==> src/rtl/ebs_pkg.sv <==
// Shared types, constants and servo command arithmetic for the eyelid blink sequencer.
package ebs_pkg;

  localparam int BLINK_PERIOD_DEF   = 100;
  localparam int SETTLE_DIVISOR_DEF = 200;

  localparam int MAX_CMDS  = 3;
  localparam int CMD_CNT_W = 2;

  localparam logic [15:0] LID_CLOSED_POS = 16'd16384;
  // |old - new| * 100 > 65536 holds exactly when |old - new| > 655
  localparam logic [15:0] CHANGE_LIMIT = 16'd655;
  localparam logic [15:0] OPEN_BASE    = 16'd55706;
  // floor(2^20 / 25)
  localparam logic [15:0] OPEN_RECIP   = 16'd41943;
  localparam logic [19:0] OPEN_DIV     = 20'd25;
  localparam logic [16:0] SPEED_TOP    = 17'd32768;

  typedef struct packed {
    logic        kind;
    logic [15:0] boredom;
    logic [15:0] sleepiness_value;
    logic        servo_moving;
  } item_t;

  typedef struct packed {
    logic        reopen;
    logic [15:0] reopen_sleep;
    logic        blink;
    logic [15:0] old_sleep;
    logic        change;
    logic [15:0] new_sleep;
  } stage_t;

  typedef struct packed {
    logic        speed_valid;
    logic [15:0] servo_speed;
    logic [15:0] target_position;
  } cmd_t;

  typedef struct packed {
    cmd_t [MAX_CMDS-1:0]  cmds;
    logic [CMD_CNT_W-1:0] count;
  } cmd_set_t;

  // 2 - 1.5*s in Q2.14, product rounded half up
  function automatic logic [15:0] speed_of(input logic [15:0] s);
    logic [17:0] t;
    t = {2'b00, s} + {1'b0, s, 1'b0} + 18'd4;
    return 16'(SPEED_TOP - {2'b00, t[17:3]});
  endfunction

  // 0.85 - 0.48*s rounded, computed as 55706 - floor((12*s + 22) / 25)
  function automatic logic [15:0] open_pos_of(input logic [15:0] s);
    logic [19:0] z;
    logic [35:0] prod;
    logic [15:0] q0;
    logic [19:0] r;
    logic [15:0] q;
    z    = {1'b0, s, 3'b000} + {2'b00, s, 2'b00} + 20'd22;
    prod = {16'd0, z} * {20'd0, OPEN_RECIP};
    q0   = prod[35:20];
    // estimate is low by at most one
    r    = z - ({q0, 4'b0000} + {1'b0, q0, 3'b000} + {4'b0000, q0});
    q    = q0 + 16'(r >= OPEN_DIV);
    return OPEN_BASE - q;
  endfunction

endpackage

==> src/rtl/ebs_out_buffer.sv <==
// Result register: holds up to three commands and issues one per transfer.
module ebs_out_buffer (
  input  logic              clk_i,
  input  logic              rst_ni,
  input  logic              load_valid_i,
  input  ebs_pkg::cmd_set_t set_i,
  output logic              free_o,
  output logic              out_valid_o,
  input  logic              out_ready_i,
  output ebs_pkg::cmd_t     cmd_o,
  output logic              last_o
);

  ebs_pkg::cmd_t [ebs_pkg::MAX_CMDS-1:0] ent_q, ent_d;
  logic [ebs_pkg::CMD_CNT_W-1:0]         count_q, count_d;
  logic                                  pop, load;

  assign out_valid_o = count_q != '0;
  assign pop         = out_valid_o && out_ready_i;
  assign free_o      = (count_q == '0) || (count_q == 2'd1 && pop);
  assign load        = load_valid_i && free_o;
  assign cmd_o       = ent_q[0];
  assign last_o      = count_q == 2'd1;

  always_comb begin
    ent_d   = ent_q;
    count_d = count_q;
    if (load) begin
      ent_d   = set_i.cmds;
      count_d = set_i.count;
    end else if (pop) begin
      // advance the queue toward the port
      for (int i = 0; i < ebs_pkg::MAX_CMDS - 1; i++) begin
        ent_d[i] = ent_q[i+1];
      end
      count_d = count_q - 1'b1;
    end
  end

  always_ff @(posedge clk_i or negedge rst_ni) begin
    if (!rst_ni) begin
      count_q <= '0;
    end else begin
      count_q <= count_d;
    end
  end

  always_ff @(posedge clk_i) begin
    ent_q <= ent_d;
  end

endmodule

==> config.mk <==
export PLATFORM = sky130hd
export DESIGN_NAME = ebs_out_buffer
export DESIGN_NICKNAME = d
export VERILOG_FILES = /design/src/rtl/ebs_pkg.sv /design/src/rtl/ebs_out_buffer.sv
export SDC_FILE = /design/constraint.sdc
export NUM_CORES = 1
export LEC_CHECK = 0
export BUFFER_PORTS_ARGS = -buffer_cell sky130_fd_sc_hd__buf_2
export CORE_MARGIN = 4
export CORE_UTILIZATION = 35
export CTS_BUF_LIST = sky130_fd_sc_hd__clkbuf_2 sky130_fd_sc_hd__clkbuf_4 sky130_fd_sc_hd__clkbuf_8
export CTS_CLUSTER_SIZE = 14
export DETAILED_ROUTE_END_ITERATION = 10
export SLEW_MARGIN = 20
export SYNTH_ARGS = -nofsm -noshare
export SYNTH_HDL_FRONTEND = slang
export SYNTH_SLANG_ARGS = --single-unit
==> constraint.sdc <==
create_clock -name clk_i -period 2.6 [get_ports clk_i]
set_input_delay 0.65 -clock clk_i [delete_from_list [all_inputs] [get_ports clk_i]]
set_output_delay 0.65 -clock clk_i [all_outputs]
set_load 0.01 [all_outputs]
[Word level (Yosys, flattened, before mapping)]
Index checks and enable logic that the tools add are counted.
Word-level totals
  flip-flop bits (word level): 101
  word-level logic and storage cells: 23
  output and inout bits: 36
Cells by class
  reductions and logical operators: 7
  equality and inequality tests: 1
  muxes and demuxes: 4
  add/sub/neg operators: 1
Operator list (number)
  $mux W66: 2
  $mux W2: 2
  $reduce_bool A2 Y1: 2
  $logic_and A1 B1 Y1: 3
  $eq A2 B1 Y1 const B: 1
  $logic_not A2 Y1: 1
  $sub A2 B1 Y2 const B: 1
  $logic_or A1 B1 Y1: 1

[Logic depth before layout (Yosys ltp)]
  depth in word-level cells: 6
  depth in mapped cells: 8

[Worst setup path after synthesis]
OpenSTA, ideal clock, no wires.
  path type: register to register
  from: register count_q[1] (netlist name)
  to: register ent_q[66] (netlist name), enable pin
  path slack: 0.367 ns
  cell stages (with the launch flop): 9
  setup time: 0.388 ns
  period minus slack after synthesis: 2.233 ns
  buffers on the path: 2
  data arrival time: 1.845 ns
  cells stage by stage: dfrtp_1 inv_1 ha_1 a21oi_2 inv_2 nand2_4 buf_6 buf_8 inv_1
On the way
  elaborated cells between the ends (all ways): 7
  classes of those cells: 1 x eq/ne; 6 x reduce/logical
RTL lines
  from (decl): line ebs_out_buffer.sv:15  | logic [ebs_pkg::CMD_CNT_W-1:0] count_q, count_d;
  from (signal assigned): line ebs_out_buffer.sv:44  | count_q <= count_d;
  $eq A2 B1 Y1
  named net last_o: line ebs_out_buffer.sv:11  | output logic last_o
  $logic_and A1 B1 Y1: line ebs_out_buffer.sv:20  | assign free_o = (count_q == '0) || (count_q == 2'd1 && pop);
  $logic_or A1 B1 Y1: line ebs_out_buffer.sv:20
  named net free_o: line ebs_out_buffer.sv:7  | output logic free_o,
  $logic_and A1 B1 Y1: line ebs_out_buffer.sv:21  | assign load = load_valid_i && free_o;
  named net load: line ebs_out_buffer.sv:16  | logic pop, load;
  to (signal assigned): line ebs_out_buffer.sv:49  | ent_q <= ent_d;
  to (decl): line ebs_out_buffer.sv:14  | ebs_pkg::cmd_t [ebs_pkg::MAX_CMDS-1:0] ent_q, ent_d;
The timed path passes the listed nets, and every way through them passes these cells.
A chain may end at the register's enable or synchronous reset.

==> results.json <==
{
  "synth_area_mm2": 0.004230,
  "met3_usage_pct": 5.478,
  "power_density_mw_per_mm2": 958.2,
  "r2r_setup_slack_ns": 0.46,
  "drv_slew": 0,
  "cp_max_fo": 31,
  "met2_usage_pct": 18.33,
  "drv_cap": 0,
  "worstPathRequired_ns": 2.71,
  "fin_nets": 448,
  "hp-class": "in2async",
  "r2r_start": "count_q[0]",
  "reg2reg_to": "ent_q[63]",
  "clockPowerShare_pct": 20.0,
  "diodes": 0,
  "worstSetupStartpointType": "flip-flop",
  "cts_sinks": 101,
  "grt_pass1_vias": 2401,
  "comb_power_share_pct": 27.6,
  "status": "completed",
  "drive_gt1_share_pct": 67.54,
  "clock_latency_ns": 0.36,
  "post-route-min-period_ns": 2.141,
  "yosysSeqAreaShare_pct": 71.46,
  "cts_root_buffer": "clkbuf_8",
  "cts_resized": 0,
  "hold_buffers": 0,
  "relSlewSlack_pct": 70.04,
  "syn_avg_cell_area_um2": 18.89,
  "tightest_slew_ns": 0.4493,
  "path_class": "reg2reg",
  "drtAntennaViolNets": 0,
  "synth_cells": 224,
  "grt_overflow": 0,
  "fin_cells": 488,
  "grt.met1_usage_pct": 12.03,
  "rsz0062_at_grt": "no",
  "ys_types": 15,
  "place_congestion": 0.7091,
  "fin_crit_sh_pct": 82.36,
  "detailed_place_hpwl_um": 5286,
  "clk_pin_slew_ns": 0.09,
  "yosys_warnings": 0,
  "fp.dieW_um": 117.9,
  "power_leakage_nw": 2.050,
  "power_frac_seq_pct": 52.4,
  "hold_viol": 0,
  "num_vias": 2138,
  "post_cts_buffers": 0,
  "synth-edff-count": 99,
  "wl_per_cell_um": 14.94,
  "clockBufferDepth": 2,
  "power.switching_w": 0.001253,
  "synth_fp_nets": 331,
  "drt-total-wl_um": 7290,
  "grt_pass1_wl_um": 11720,
  "dp.cells": 473,
  "numCtsBuffers": 9,
  "vias_per_cell": 4.381,
  "synthFlopType": "edfxtp_1",
  "dieArea_mm2": 0.01391,
  "start_util_pct": 36.43,
  "track_usage_pct": 10.84,
  "die-height_um": 117.9,
  "ioPinCount": 141,
  "pre_cts_ws_ns": 0.3719,
  "ff2ff_path_depth": 7,
  "fin_ws_ns": 0.4585,
  "areaGrowthSynthToFinish_pct": 19.64,
  "route.detailed.drc": 0,
  "postLayoutCoreUtil_pct": 43.58,
  "firstDrtPassIters": 4,
  "setup_violations": 0,
  "p_int_w": 0.003596,
  "crit_path_end_kind": "flip-flop",
  "grt_max_degree": 36,
  "fmax_mhz": 467.0,
  "drtIter0Drc": 78,
  "num_rows": 39,
  "synth_top_area_cell": "edfxtp_1",
  "synth_area_leaders": "edfxtp_1 (70%), mux2_2 (16%), buf_4 (6.7%)",
  "synth_top_area_share_pct": 70.28,
  "cp.arrival_ns": 2.25,
  "ys_ff_latch": 101,
  "io_buffers": 140,
  "htree_num_levels": 3,
  "cts_tree": "yes",
  "synthArstFlopShare_pct": 1.980,
  "synth_most_common_cell": "edfxtp_1",
  "core-area_mm2": 0.01161,
  "tns_ns": 0,
  "synthTopCellsByCount": "edfxtp_1 (99), mux2_2 (60), buf_4 (38)",
  "p_sw_share_pct": 25.84,
  "grt_antenna_before_repair": 0,
  "grt.busiest_layer": "met2",
  "peakVddDrop_mv": 0.3709,
  "finClkSkew_ns": 0.008765
}
worst max-delay path by stage:
| stage | start | end | slack [ns] | cells after the start |
|---|---|---|---|---|
| final | count_q[0] | ent_q[63] | 0.46 | 7 |
| after global placement | out_ready_i | ent_q[41] | 0.42 | 6 |
| after global routing | count_q[0] | cmd_o[30] | 0.32 | 7 |
| after detailed placement | out_ready_i | cmd_o[1] | 0.37 | 6 |
| after floorplan | count_q[1] | ent_q[66] | 0.37 | 8 |
| after CTS | count_q[0] | ent_q[63] | 0.42 | 7 |
metrics by stage:
stage / hold slack (ns) / area, µm² / power, W
final: 0.06034 / 5061 / 0.004850
after global routing: 0.02466 / 5061 / 0.005153
after CTS: 0.03760 / 5061 / 0.004937
after detailed placement: 0.4437 / 4872 / 0.003954
after global placement: 0.4406 / 4872 / 0.003926
after floorplan: 0.3544 / 4230 / 0.003724
state kept, by name, indices dropped and copies added (netlist names):
register,cells
cmd_o,33
count_q,2
ent_q,66
area by class of cell:
type	count	area (µm²)
timing repair buffer	146	770.7
inverter	6	22.52
sequential	101	3023
tap	143	178.9
fill	1050	6553
clock buffer	13	153.9
multi-input combinational	77	877.1
clock inverter	2	35.03
per-layer routing:
layer	part of all wire, %	vias to the layer above
met1	39	1002
met5	0	-
li1	-	1043
met4	1.2	0
met3	9.3	8
met2	51	85
cell families after synthesis:
family          count (synthesis)  synth area share [%]
buf+inv                        46                 7.897
mux                            67                 18.46
simple gates                    5                0.6803
fa+ha+maj                       2                0.5914
flops                         101                 71.46
compound gates                  3                0.9170
power groups by stage:
stage / Combinational, W / Sequential, W / Clock [W]
floorplan: 0.00117 / 0.00256 / 0
global placement: 0.00135 / 0.00258 / 0
detailed placement: 0.00137 / 0.00258 / 0
CTS: 0.00137 / 0.00255 / 0.00101
global route: 0.00147 / 0.00260 / 0.00109
finish: 0.00134 / 0.00254 / 0.000970
worst max-delay path, cell delays in order (launching register included):
cell and delay [ns]:
dfrtp_1 0.41, inv_1 0.06, ha_1 0.24, a21oi_2 0.19, inv_2 0.07, nand2_4 0.28, buf_12 0.26, mux2_2 0.36
layout by cell type (no fill, tap or decap), drive strengths merged, types with 2 or more instances in the layout:
master / Yosys / routed
edfxtp: 99 / 99
clkbuf: 0 / 13
inv: 6 / 5
nor3: 2 / 2
a311oi: 2 / 2
ha: 2 / 2
nor2: 2 / 2
clkinv: 0 / 2
mux2: 67 / 67
buf: 40 / 146
dfrtp: 2 / 2
(Power assumes the default switching activity.)
