**config.mk**
```make
export PLATFORM = sky130hd
export DESIGN_NAME = ebs_update
export DESIGN_NICKNAME = d
export VERILOG_FILES = /design/src/rtl/ebs_pkg.sv /design/src/rtl/ebs_update.sv
export SDC_FILE = /design/constraint.sdc
export NUM_CORES = 1
export LEC_CHECK = 0
export ABC_AREA = 1
export BUFFER_PORTS_ARGS = -buffer_cell sky130_fd_sc_hd__buf_4
export CORE_MARGIN = 2
export CORE_UTILIZATION = 50
export DETAILED_ROUTE_END_ITERATION = 10
export PLACE_DENSITY = 0.71
export SKIP_LAST_GASP = 1
export SYNTH_ARGS = -nofsm -noshare
export SYNTH_HDL_FRONTEND = slang
export SYNTH_SLANG_ARGS = --single-unit
```
**constraint.sdc**
```tcl
create_clock -name clk_i -period 9.3 [get_ports clk_i]
set_clock_uncertainty 0.05 [all_clocks]
set_input_delay 0.93 -clock clk_i [delete_from_list [all_inputs] [get_ports clk_i]]
set_output_delay 0.93 -clock clk_i [all_outputs]
set_load 0.01 [all_outputs]
```
**src/rtl/ebs_pkg.sv**
```systemverilog
// Shared types, constants and servo command arithmetic for the eyelid blink sequencer.
package ebs_pkg;

  localparam int BLINK_PERIOD_DEF   = 100;
  localparam int SETTLE_DIVISOR_DEF = 200;

  localparam int MAX_CMDS  = 3;
  localparam int CMD_CNT_W = 2;

  localparam logic [15:0] LID_CLOSED_POS = 16'd16384;
  // |old - new| * 100 > 65536 holds exactly when |old - new| > 655
  localparam logic [15:0] CHANGE_LIMIT = 16'd655;
  localparam logic [15:0] OPEN_BASE    = 16'd55706;
  // floor(2^20 / 25)
  localparam logic [15:0] OPEN_RECIP   = 16'd41943;
  localparam logic [19:0] OPEN_DIV     = 20'd25;
  localparam logic [16:0] SPEED_TOP    = 17'd32768;

  typedef struct packed {
    logic        kind;
    logic [15:0] boredom;
    logic [15:0] sleepiness_value;
    logic        servo_moving;
  } item_t;

  typedef struct packed {
    logic        reopen;
    logic [15:0] reopen_sleep;
    logic        blink;
    logic [15:0] old_sleep;
    logic        change;
    logic [15:0] new_sleep;
  } stage_t;

  typedef struct packed {
    logic        speed_valid;
    logic [15:0] servo_speed;
    logic [15:0] target_position;
  } cmd_t;

  typedef struct packed {
    cmd_t [MAX_CMDS-1:0]  cmds;
    logic [CMD_CNT_W-1:0] count;
  } cmd_set_t;

  // 2 - 1.5*s in Q2.14, product rounded half up
  function automatic logic [15:0] speed_of(input logic [15:0] s);
    logic [17:0] t;
    t = {2'b00, s} + {1'b0, s, 1'b0} + 18'd4;
    return 16'(SPEED_TOP - {2'b00, t[17:3]});
  endfunction

  // 0.85 - 0.48*s rounded, computed as 55706 - floor((12*s + 22) / 25)
  function automatic logic [15:0] open_pos_of(input logic [15:0] s);
    logic [19:0] z;
    logic [35:0] prod;
    logic [15:0] q0;
    logic [19:0] r;
    logic [15:0] q;
    z    = {1'b0, s, 3'b000} + {2'b00, s, 2'b00} + 20'd22;
    prod = {16'd0, z} * {20'd0, OPEN_RECIP};
    q0   = prod[35:20];
    // estimate is low by at most one
    r    = z - ({q0, 4'b0000} + {1'b0, q0, 3'b000} + {4'b0000, q0});
    q    = q0 + 16'(r >= OPEN_DIV);
    return OPEN_BASE - q;
  endfunction

endpackage

```
**src/rtl/ebs_update.sv**
```systemverilog
// Sequencer state: blink counter, queued reopen and sleepiness tracking, one item per cycle while out_ready_i is high.
module ebs_update #(
  parameter int BLINK_PERIOD   = ebs_pkg::BLINK_PERIOD_DEF,
  parameter int SETTLE_DIVISOR = ebs_pkg::SETTLE_DIVISOR_DEF
) (
  input  logic             clk_i,
  input  logic             rst_ni,
  input  logic             in_valid_i,
  input  ebs_pkg::item_t   item_i,
  output logic             in_ready_o,
  input  logic             out_ready_i,
  output logic             out_valid_o,
  output ebs_pkg::stage_t  stage_o
);

  localparam int DivShift = 16 + $clog2(SETTLE_DIVISOR);
  localparam int DivMult  = ((1 << DivShift) + SETTLE_DIVISOR - 1) / SETTLE_DIVISOR;

  logic [15:0]     sleep_q, sleep_d;
  logic [6:0]      blink_q, blink_d;
  logic            pend_q, pend_d;
  logic [15:0]     reopen_q, reopen_d;
  logic            valid_q, valid_d;
  ebs_pkg::stage_t stage_q, stage_d;

  logic        adv;
  logic [7:0]  cnt;
  logic [15:0] gap;
  logic [33:0] prod;
  logic [15:0] quot;
  logic [15:0] diff;

  assign in_ready_o  = !valid_q || out_ready_i;
  assign adv         = in_valid_i && in_ready_o;
  assign out_valid_o = valid_q;
  assign stage_o     = stage_q;

  always_comb begin
    sleep_d  = sleep_q;
    blink_d  = blink_q;
    pend_d   = pend_q;
    reopen_d = reopen_q;
    stage_d  = '0;
    cnt      = {1'b0, blink_q} + 8'd1;
    gap      = item_i.boredom - sleep_q;
    prod     = {18'd0, gap} * 34'(DivMult);
    quot     = 16'(prod >> DivShift);

    stage_d.old_sleep    = sleep_q;
    stage_d.reopen_sleep = reopen_q;
    if (item_i.kind) begin
      stage_d.new_sleep = item_i.sleepiness_value;
    end else begin
      stage_d.reopen = !item_i.servo_moving && pend_q;
      if (stage_d.reopen) begin
        pend_d = 1'b0;
      end
      if (cnt > 8'(BLINK_PERIOD)) begin
        stage_d.blink = 1'b1;
        blink_d       = '0;
        reopen_d      = sleep_q;
        pend_d        = 1'b1;
      end else begin
        blink_d = cnt[6:0];
      end
      // drop at once toward lower boredom, otherwise creep up
      if (item_i.boredom < sleep_q) begin
        stage_d.new_sleep = item_i.boredom;
      end else begin
        stage_d.new_sleep = sleep_q + quot;
      end
    end
    diff = (stage_d.new_sleep > sleep_q) ? stage_d.new_sleep - sleep_q
                                         : sleep_q - stage_d.new_sleep;
    stage_d.change = diff > ebs_pkg::CHANGE_LIMIT;
    sleep_d        = stage_d.new_sleep;
    valid_d        = adv || (valid_q && !out_ready_i);
  end

  always_ff @(posedge clk_i or negedge rst_ni) begin
    if (!rst_ni) begin
      sleep_q  <= '0;
      blink_q  <= '0;
      pend_q   <= 1'b0;
      reopen_q <= '0;
      valid_q  <= 1'b0;
    end else begin
      valid_q <= valid_d;
      if (adv) begin
        sleep_q  <= sleep_d;
        blink_q  <= blink_d;
        pend_q   <= pend_d;
        reopen_q <= reopen_d;
      end
    end
  end

  always_ff @(posedge clk_i) begin
    if (adv) begin
      stage_q <= stage_d;
    end
  end

endmodule

```
# After elaboration in Yosys (flattened, before gate mapping)

Cells that the tools add are included.

Register bits after elaboration: 92
Input port bits: 38
Output and inout bits: 53
Logic and storage cells: 41

$add $sub $neg: 5
$mul: 1
Magnitude comparators: 4
Muxes and demuxes: 7
Bitwise logic cells: 1
Reduce and logical (&&, ||, !) cells: 12

Operator list:

| cell                                                  | number |
|---|---|
| two-way mux 16 bit                                    | 3 |
| subtractor 16 bit                                     | 3 |
| multiplier 16 x 17 -> 33 bit (second input constant)  | 1 |
| adder 16 x 9 -> 16 bit                                | 1 |
| > comparator 16 x 10 -> 1 bit (second input constant) | 1 |
| > comparator 16 bit                                   | 1 |
| < comparator 16 bit                                   | 1 |
| adder 7 x 1 -> 8 bit (second input constant)          | 1 |
| > comparator 8 x 7 -> 1 bit (second input constant)   | 1 |
| two-way mux 7 bit                                     | 1 |
| AND reduction 3 bit                                   | 2 |
| logical AND 1 bit                                     | 3 |
| logical NOT 1 bit                                     | 3 |
| two-way mux 1 bit                                     | 3 |
| logical OR 1 bit                                      | 2 |
| AND reduction 2 bit                                   | 1 |
| nonzero test 2 bit                                    | 1 |
| inverter 1 bit                                        | 1 |

# Logic depth before layout (Yosys ltp)

Gate-level depths: netlist (run 1).

Word-level depth: 8
Mapped depth: 61
Depth with buffers taken out: 61

# Worst setup path before layout (run 1)

No wires, ideal clock.

Path type: input-to-reg
Start point: input port item_i[17] (netlist bit)
End point: register stage_q, in the netlist stage_o[16] (data pin)
Setup time: 0.260 ns
Data arrival time: 9.490 ns
Required time: 8.990 ns
Slack: -0.499 ns
Cell stages on the path: 51
Path buffers: 0
Cell sequence: inv_1 ha_1 fa_1 o21ai_2 nand2_1 nand3_2 a21oi_1 o21ai_0 xor2_1 inv_1 fa_1 fa_1 fa_1 inv_1 fa_1 fa_1 fa_1 ha_1 [... 15 more ...] nand2_1 nand2_1 inv_1 ha_1 nand2_1 nand2_1 nand2_1 nand2_1 a21oi_2 nand2_4 nand2_4 nand2_1 nand2_1 nor2_1 nor2_1 nand2_1 inv_1 nand3_1

RTL lines:

| item                 | RTL line          | source |
|---|---|---|
| from (decl)          | ebs_update.sv:9   | `input ebs_pkg::item_t item_i,` |
| to (signal assigned) | ebs_update.sv:100 | `stage_q <= stage_d;` |
| to (decl)            | ebs_update.sv:24  | `ebs_pkg::stage_t stage_q, stage_d;` |

==> results of run 1 <==
-- synth_stat cells, types with 6 or more instances --
master | instances | share of area
o21bai_1 | 12 | 0.0073
nor3_1 | 12 | 0.0049
edfxtp_1 | 51 | 0.12
o31ai_1 | 6 | 0.0037
o21a_1 | 6 | 0.0037
a21oi_1 | 68 | 0.028
o21ai_0 | 27 | 0.011
nor2_1 | 72 | 0.022
fa_1 | 100 | 0.16
or2_2 | 18 | 0.0091
nand2_1 | 391 | 0.12
xor2_1 | 25 | 0.018
nand3b_1 | 7 | 0.0043
nand4_1 | 16 | 0.0081
ha_1 | 192 | 0.20
xnor2_1 | 8 | 0.0057
nand2_2 | 12 | 0.0061
o21ai_2 | 15 | 0.011
a21o_1 | 9 | 0.0055
o21ai_1 | 16 | 0.0065
nand3_1 | 81 | 0.033
dfrtp_1 | 41 | 0.083
inv_1 | 318 | 0.097
-- state kept, by name, summed over array words and instances (netlist names) --
signal / cells
reopen_q: 16
pend_q: 1
sleep_q: 16
stage_o: 51
out_valid_o: 1
blink_q: 7
-- how the worst max path moves through the flow --
stage	to
floorplan	stage_o[16]
global placement	stage_o[16]
detailed placement	stage_o[16]
CTS	stage_o[16]
global route	stage_o[16]
finish	stage_o[16]
-- worst max-delay path, delay by kind of cell --
kind / cells / cell delay (ps)
AOI/OAI and AO/OA: 6 / 780
adders and majority gates: 11 / 4700
buffers and inverters: 10 / 890
and+or+nand+nor: 20 / 1900
xor gates and xnor gates: 3 / 500
-- cell type report --
type | count | area, um2
Timing Repair Buffer | 385 | 2910
Inverter | 323 | 1230
Sequential cell | 92 | 2560
Multi-Input combinational cell | 1126 | 9390
Fill cell | 1989 | 7460
Clock buffer | 9 | 225
Tap cell | 324 | 405
Clock inverter | 7 | 67.6
-- metal layers --
layer  up-vias  routed length [um]  track usage  part of all wire
met5         -                   0            0                 0
met4         0                1020       0.0832             0.028
met3        68                2490       0.0491             0.067
met2       391               16500        0.472              0.45
met1      5424               16900        0.424              0.46
li1       5697                   -            -                 -
-- through the flow --
step / utilization / setup WS, ps / setup TNS [ps] / hold WS (ps)
after floorplan: - / -32.8 / -32.8 / 375
after global placement: 0.641 / -1070 / -1070 / 382
after detailed placement: 0.641 / -1230 / -1230 / 385
after CTS: 0.690 / -187 / -187 / 403
after global routing: 0.692 / -830 / -830 / 415
final: 0.692 / -348 / -348 / 403
-- logic make-up (layout without fill, tap and decap cells) --
kind of cell    after synthesis  count (layout)  synth area share
xor+xnor                     33              33            0.0235
simple gates                624             625             0.218
buf+inv                     335             724             0.105
flops                        92              92             0.208
compound gates              176             176            0.0878
fa+ha+maj                   292             292             0.358
-- repair_timing --
action | in CTS | in global routing
resized for setup | 145 | 16
buffers inserted | 25 | 1
setup endpoints to repair | 1 | 1
cloned | 1 | 0
pin swaps | 100 | 8
hold endpoints to repair | 0 | 0
==> results.md, run 1 <==
- Placed wire-length estimate: between 30 and 40 mm
- CTS Root Cell: clkbuf_16
- # diodes: 0
- CTS Buf Count: 9
- Post-Synthesis Cells: 1552
- Via density per instance: 5.11
- Flops & latches, synth: 92
- Critical Path Start: item_i[21]
- Largest net degree at the start of global routing: 61
- Core Area: between 20000 and 25000 um2
- Pins over their slew limit: 0
- Most frequent cells in the layout: buf_4 (380), nand2_1 (357), inv_1 (303)
- Vias: 11600
- First-pass DRT Iterations: 5
- Max FO, Critical Path: 4
- Worst-Skew Late Latency: around 370 ps
- Gr usage total: 0.298
- H-Tree Depth: 3
- Share of layout cells above drive strength 1: 0.321
- Clock transition at the registers of the reported paths: 80 ps
- Most used cell, CP: nand2_1
- Rows: 57
- IO buf count: 90
- R2R depth: 52
- Final ANT Viol Nets: 0
- Most used DFF post-synth: edfxtp_1
- Post-Layout Cell Count: 2266
- Distinct cells, synth: 47
- WL per Instance: 16.3 um
- Reg-to-reg slack, setup: -110 ps
- Most common cell after layout, fill and taps aside: buf_4
- Status: finished with violations
- Hold depth: 0
- Min-delay src: reopen_q[9]
- Worst-case clock buffer depth: 2
- Cell area after synthesis: roughly 12000 um2
- RSZ-0062 raised after global routing: true
- Max-Cap Viols: 0
- Ys Warns: 0
- Final Cell Area: about 17000 um2
- Crit path kind: in2reg
- FFs w/ async S/R, synth: 0.446
- DRC viols: 0
- I/O Pins: about 90
- R2r startpoint: sleep_q[0]
- Worst setup SP type: input port
- Nets@finish: between 2000 and 2500
- Min-Delay Endpoint: stage_o[43]
- Setup-failing EPs final: 1
- Crit end category: register
- Critical Path AT: 9710 ps
- HP Class: reg2reg
- Hold Buf Count CTS: 0
- Failing checks: setup timing
- RD Place Congestion: ~0.98
- Slew @ Worst Pin: 764 ps
- Die height: 161 um
- Crit-path max cell delay: 550 ps
- Initial antenna violation count: 0
- Syn_nets: 1882
- Die ar.: about 26000 um2
- CTS tree: done
- Post-route minimum period: 9650 ps
- GRT Residual Overflow: 0
- Fmax: slightly above 100 MHz
- Syn_area_per_cell: between 7 and 8 um2
- Placed Area: 15500 um2
- Worst path required time: about 9400 ps
- Vias in the first global route: roughly 12000
- Setup WS post-layout: -348 ps
- Cell Count Post-Placement: about 2200
- Die Wd: ~160 um
- EDFF count, synth: a little over 50
- Initial core utilization: 0.508
- DR iter-0 viols: 875
- Area Overhead vs Synth: 36.4%
- Clk sink count: 92
- Sequential element share of the synthesized area: 0.208
- Slowest-stage cell, CP: fa_1
- Final Hold Vio Count: 0
- Crit Reg-Reg Endpoint: stage_o[16]
- Max transition margin: 0.491
- Period utilisation layout: 1.04
- Post-Route WL: 36.9 mm
- First-pass GRT wire length: 60.6 mm
Power of run 1 is not shown: default switching activity piles up to over one toggle a cycle in this logic, so the estimate is an artifact.
==> inputs of run 2 (changes only) <==
Settings changed: PLACE_DENSITY 0.71 to 0.68.
Clock period 9.3 ns to 10.4 ns, I/O delays scaled along.
==> run 2 against run 1 <==
Against the previous run:
- highest routed layer unchanged
- the flow now finishes without violations
- utilization is 4.6 points lower
- largest cell class unchanged
- non-clock buffer count decreased by 110
- cell count is 4.9% lower
- sequential share of layout area is 1.1 points higher
==> results.md, run 2 (synthesis gave the netlist of run 1 again) <==
- Die Wd: 161 um (unchanged)
- Worst-Skew Late Latency: 360 ps (about the same)
- Setup crit end: stage_o[16]
- R2r startpoint: sleep_q[6]
- Routed length on met1: 17.5 mm (+3.2%)
- RD Place Congestion: 0.983 (+0.64%)
- Initial antenna violation count: 0 (unchanged)
- Post-route minimum period: ~10000 ps
- Clk sink count: 92 (unchanged)
- DR WL met2: 15.7 mm (-4.9%)
- CP delay by family, top: adder cells
- Core Area: 24200 um2 (unchanged)
- Most frequent cells in the layout: nand2_1 (370), inv_1 (311), buf_4 (274)
- Top Layer Used: met4
- Clock transition at the registers of the reported paths: 80 ps (about the same)
- Max-Cap Viols: 0 (unchanged)
- Final Hold Vio Count: 0 (unchanged)
- Slowest-stage cell, CP: fa_1
- Worst setup SP type: input port
- I/O Pins: 91 (unchanged)
- Share of layout cells above drive strength 1: 0.255 (-0.0658)
- Die height: 161 um (unchanged)
- Period utilisation layout: 0.963
- Nets@finish: 2156 (-4.9%)
- Max FO, Critical Path: 6 (+2)
- WL per Instance: 16.7 um (+2.6%)
- R2R depth: 51 (-1.9%)
- Worst-case clock buffer depth: 2 (unchanged)
- Hold WS: 405 ps (+2.15 ps)
- Vias in the first global route: 11000 (-7.2%)
- Most used cell, CP: nand2_1
- CTS Root Cell: clkbuf_16
- Hold Buf Count CTS: 0 (unchanged)
- Area Overhead vs Synth: 27.2%
- Final ANT Viol Nets: 0 (unchanged)
- Post-Layout Cell Count: 2155 (-4.9%)
- Max reg flops: 51 (unchanged)
- Crit Reg-Reg Endpoint: stage_o[16]
- DR WL met3: 2.36 mm (-5.0%)
- Status: completed
- Register area: 2560 um2 (unchanged)
- Gr usage total: 0.285 (-0.0127)
- Placed wire-length estimate: 30.5 mm (+0.44%)
- Crit path buf inv count: 9 (-1)
- First-pass GRT wire length: 57.8 mm (-4.7%)
- DR iter-0 viols: 909 (+3.9%)
- # fillers: 2139 (+7.5%)
- IO buf count: 90 (unchanged)
- Worst path required time: 10450 ps (+1090 ps)
- Cell Count Post-Placement: 2132 (-4.1%)
- Crit path kind: in2reg
- HP Class: reg2reg
- Most common cell after layout, fill and taps aside: nand2_1
- Crit-path max cell delay: 610 ps (+60 ps)
- Post-Route WL: 36.0 mm (-2.4%)
- Pins over their slew limit: 0 (unchanged)
- GRT Residual Overflow: 0 (unchanged)
- Critical Path Start: item_i[17]
- Core Util, Final: 0.646 (-0.0463)
- Die ar.: 25900 um2 (unchanged)
- Via density per instance: 5.16 (+0.96%)
- Setup-failing EPs final: 0 (-1)
- # diodes: 0 (unchanged)
- Crit end category: register
- Rows: 57 (unchanged)
- Reg-to-reg slack, setup: 540 ps (+650 ps)
- First-pass DRT Iterations: 5 (unchanged)
- DRC viols: 0 (unchanged)
- Vias: 11100 (-4.0%)
- Fmax: 99.8 MHz
- Multi-input gate area: 9130 um2 (-2.8%)
- Critical Path AT: 10070 ps (+360 ps)
- Largest net degree at the start of global routing: 56 (-8.2%)
- Initial core utilization: 0.508 (unchanged)
- CTS tree: done
- CTS Buf Count: 9 (unchanged)
- H-Tree Depth: 3 (unchanged)
- Crit path depth: 50 (unchanged)
- Max transition margin: 0.520 (+0.0292)
- Slew @ Worst Pin: 720 ps (-43.9 ps)
run 2: cell types whose count changed in the layout (fill, tap and decap cells not counted), sizes merged:
cell | previous run | this run
clkinv | 6 | 5
nand2 | 407 | 406
buf | 385 | 275
inv | 324 | 325
run 2: layout make-up:
type | count | area share
multi-input combinational | 1125 | 0.583
sequential | 92 | 0.163
timing repair buffer | 275 | 0.132
inverter | 323 | 0.0774
tap | 324 | 0.0259
clock buffer | 9 | 0.0144
clock inverter | 7 | 0.00431
run 2: metal layers:
metal	GRT usage	vias to the layer above
met5	0	-
met4	0.0479	0
met3	0.0493	35
met2	0.434	353
met1	0.432	5257
li1	-	5473
run 2: through the flow:
stage	setup slack [ps]	area [um2]	setup TNS (ps)
6_report	383	15700	0
4_1_cts	46.7	15000	0
3_3_place_gp	-330	14600	-330
5_1_grt	-68.6	15700	-68.6
3_5_place_dp	-401	14600	-401
2_1_floorplan	491	12300	0
run 2: worst min-delay path by stage:
stage,endpoint,slack [ps],cells past startpoint,from
finish,stage_o[42],400,0,reopen_q[8]
global route,stage_o[46],410,0,reopen_q[12]
CTS,stage_o[42],400,0,reopen_q[8]
detailed placement,stage_o[44],380,0,reopen_q[10]
global placement,stage_o[44],380,0,reopen_q[10]
floorplan,stage_o[34],380,0,reopen_q[0]
run 2: what timing repair did:
item                                    4_1_cts  5_1_grt
resized for setup                             6      134
pin swaps                                     1       56
setup buffers                                 0        7
endpoints found under the setup margin        1        1
Power of run 2 is left out for the same reason.
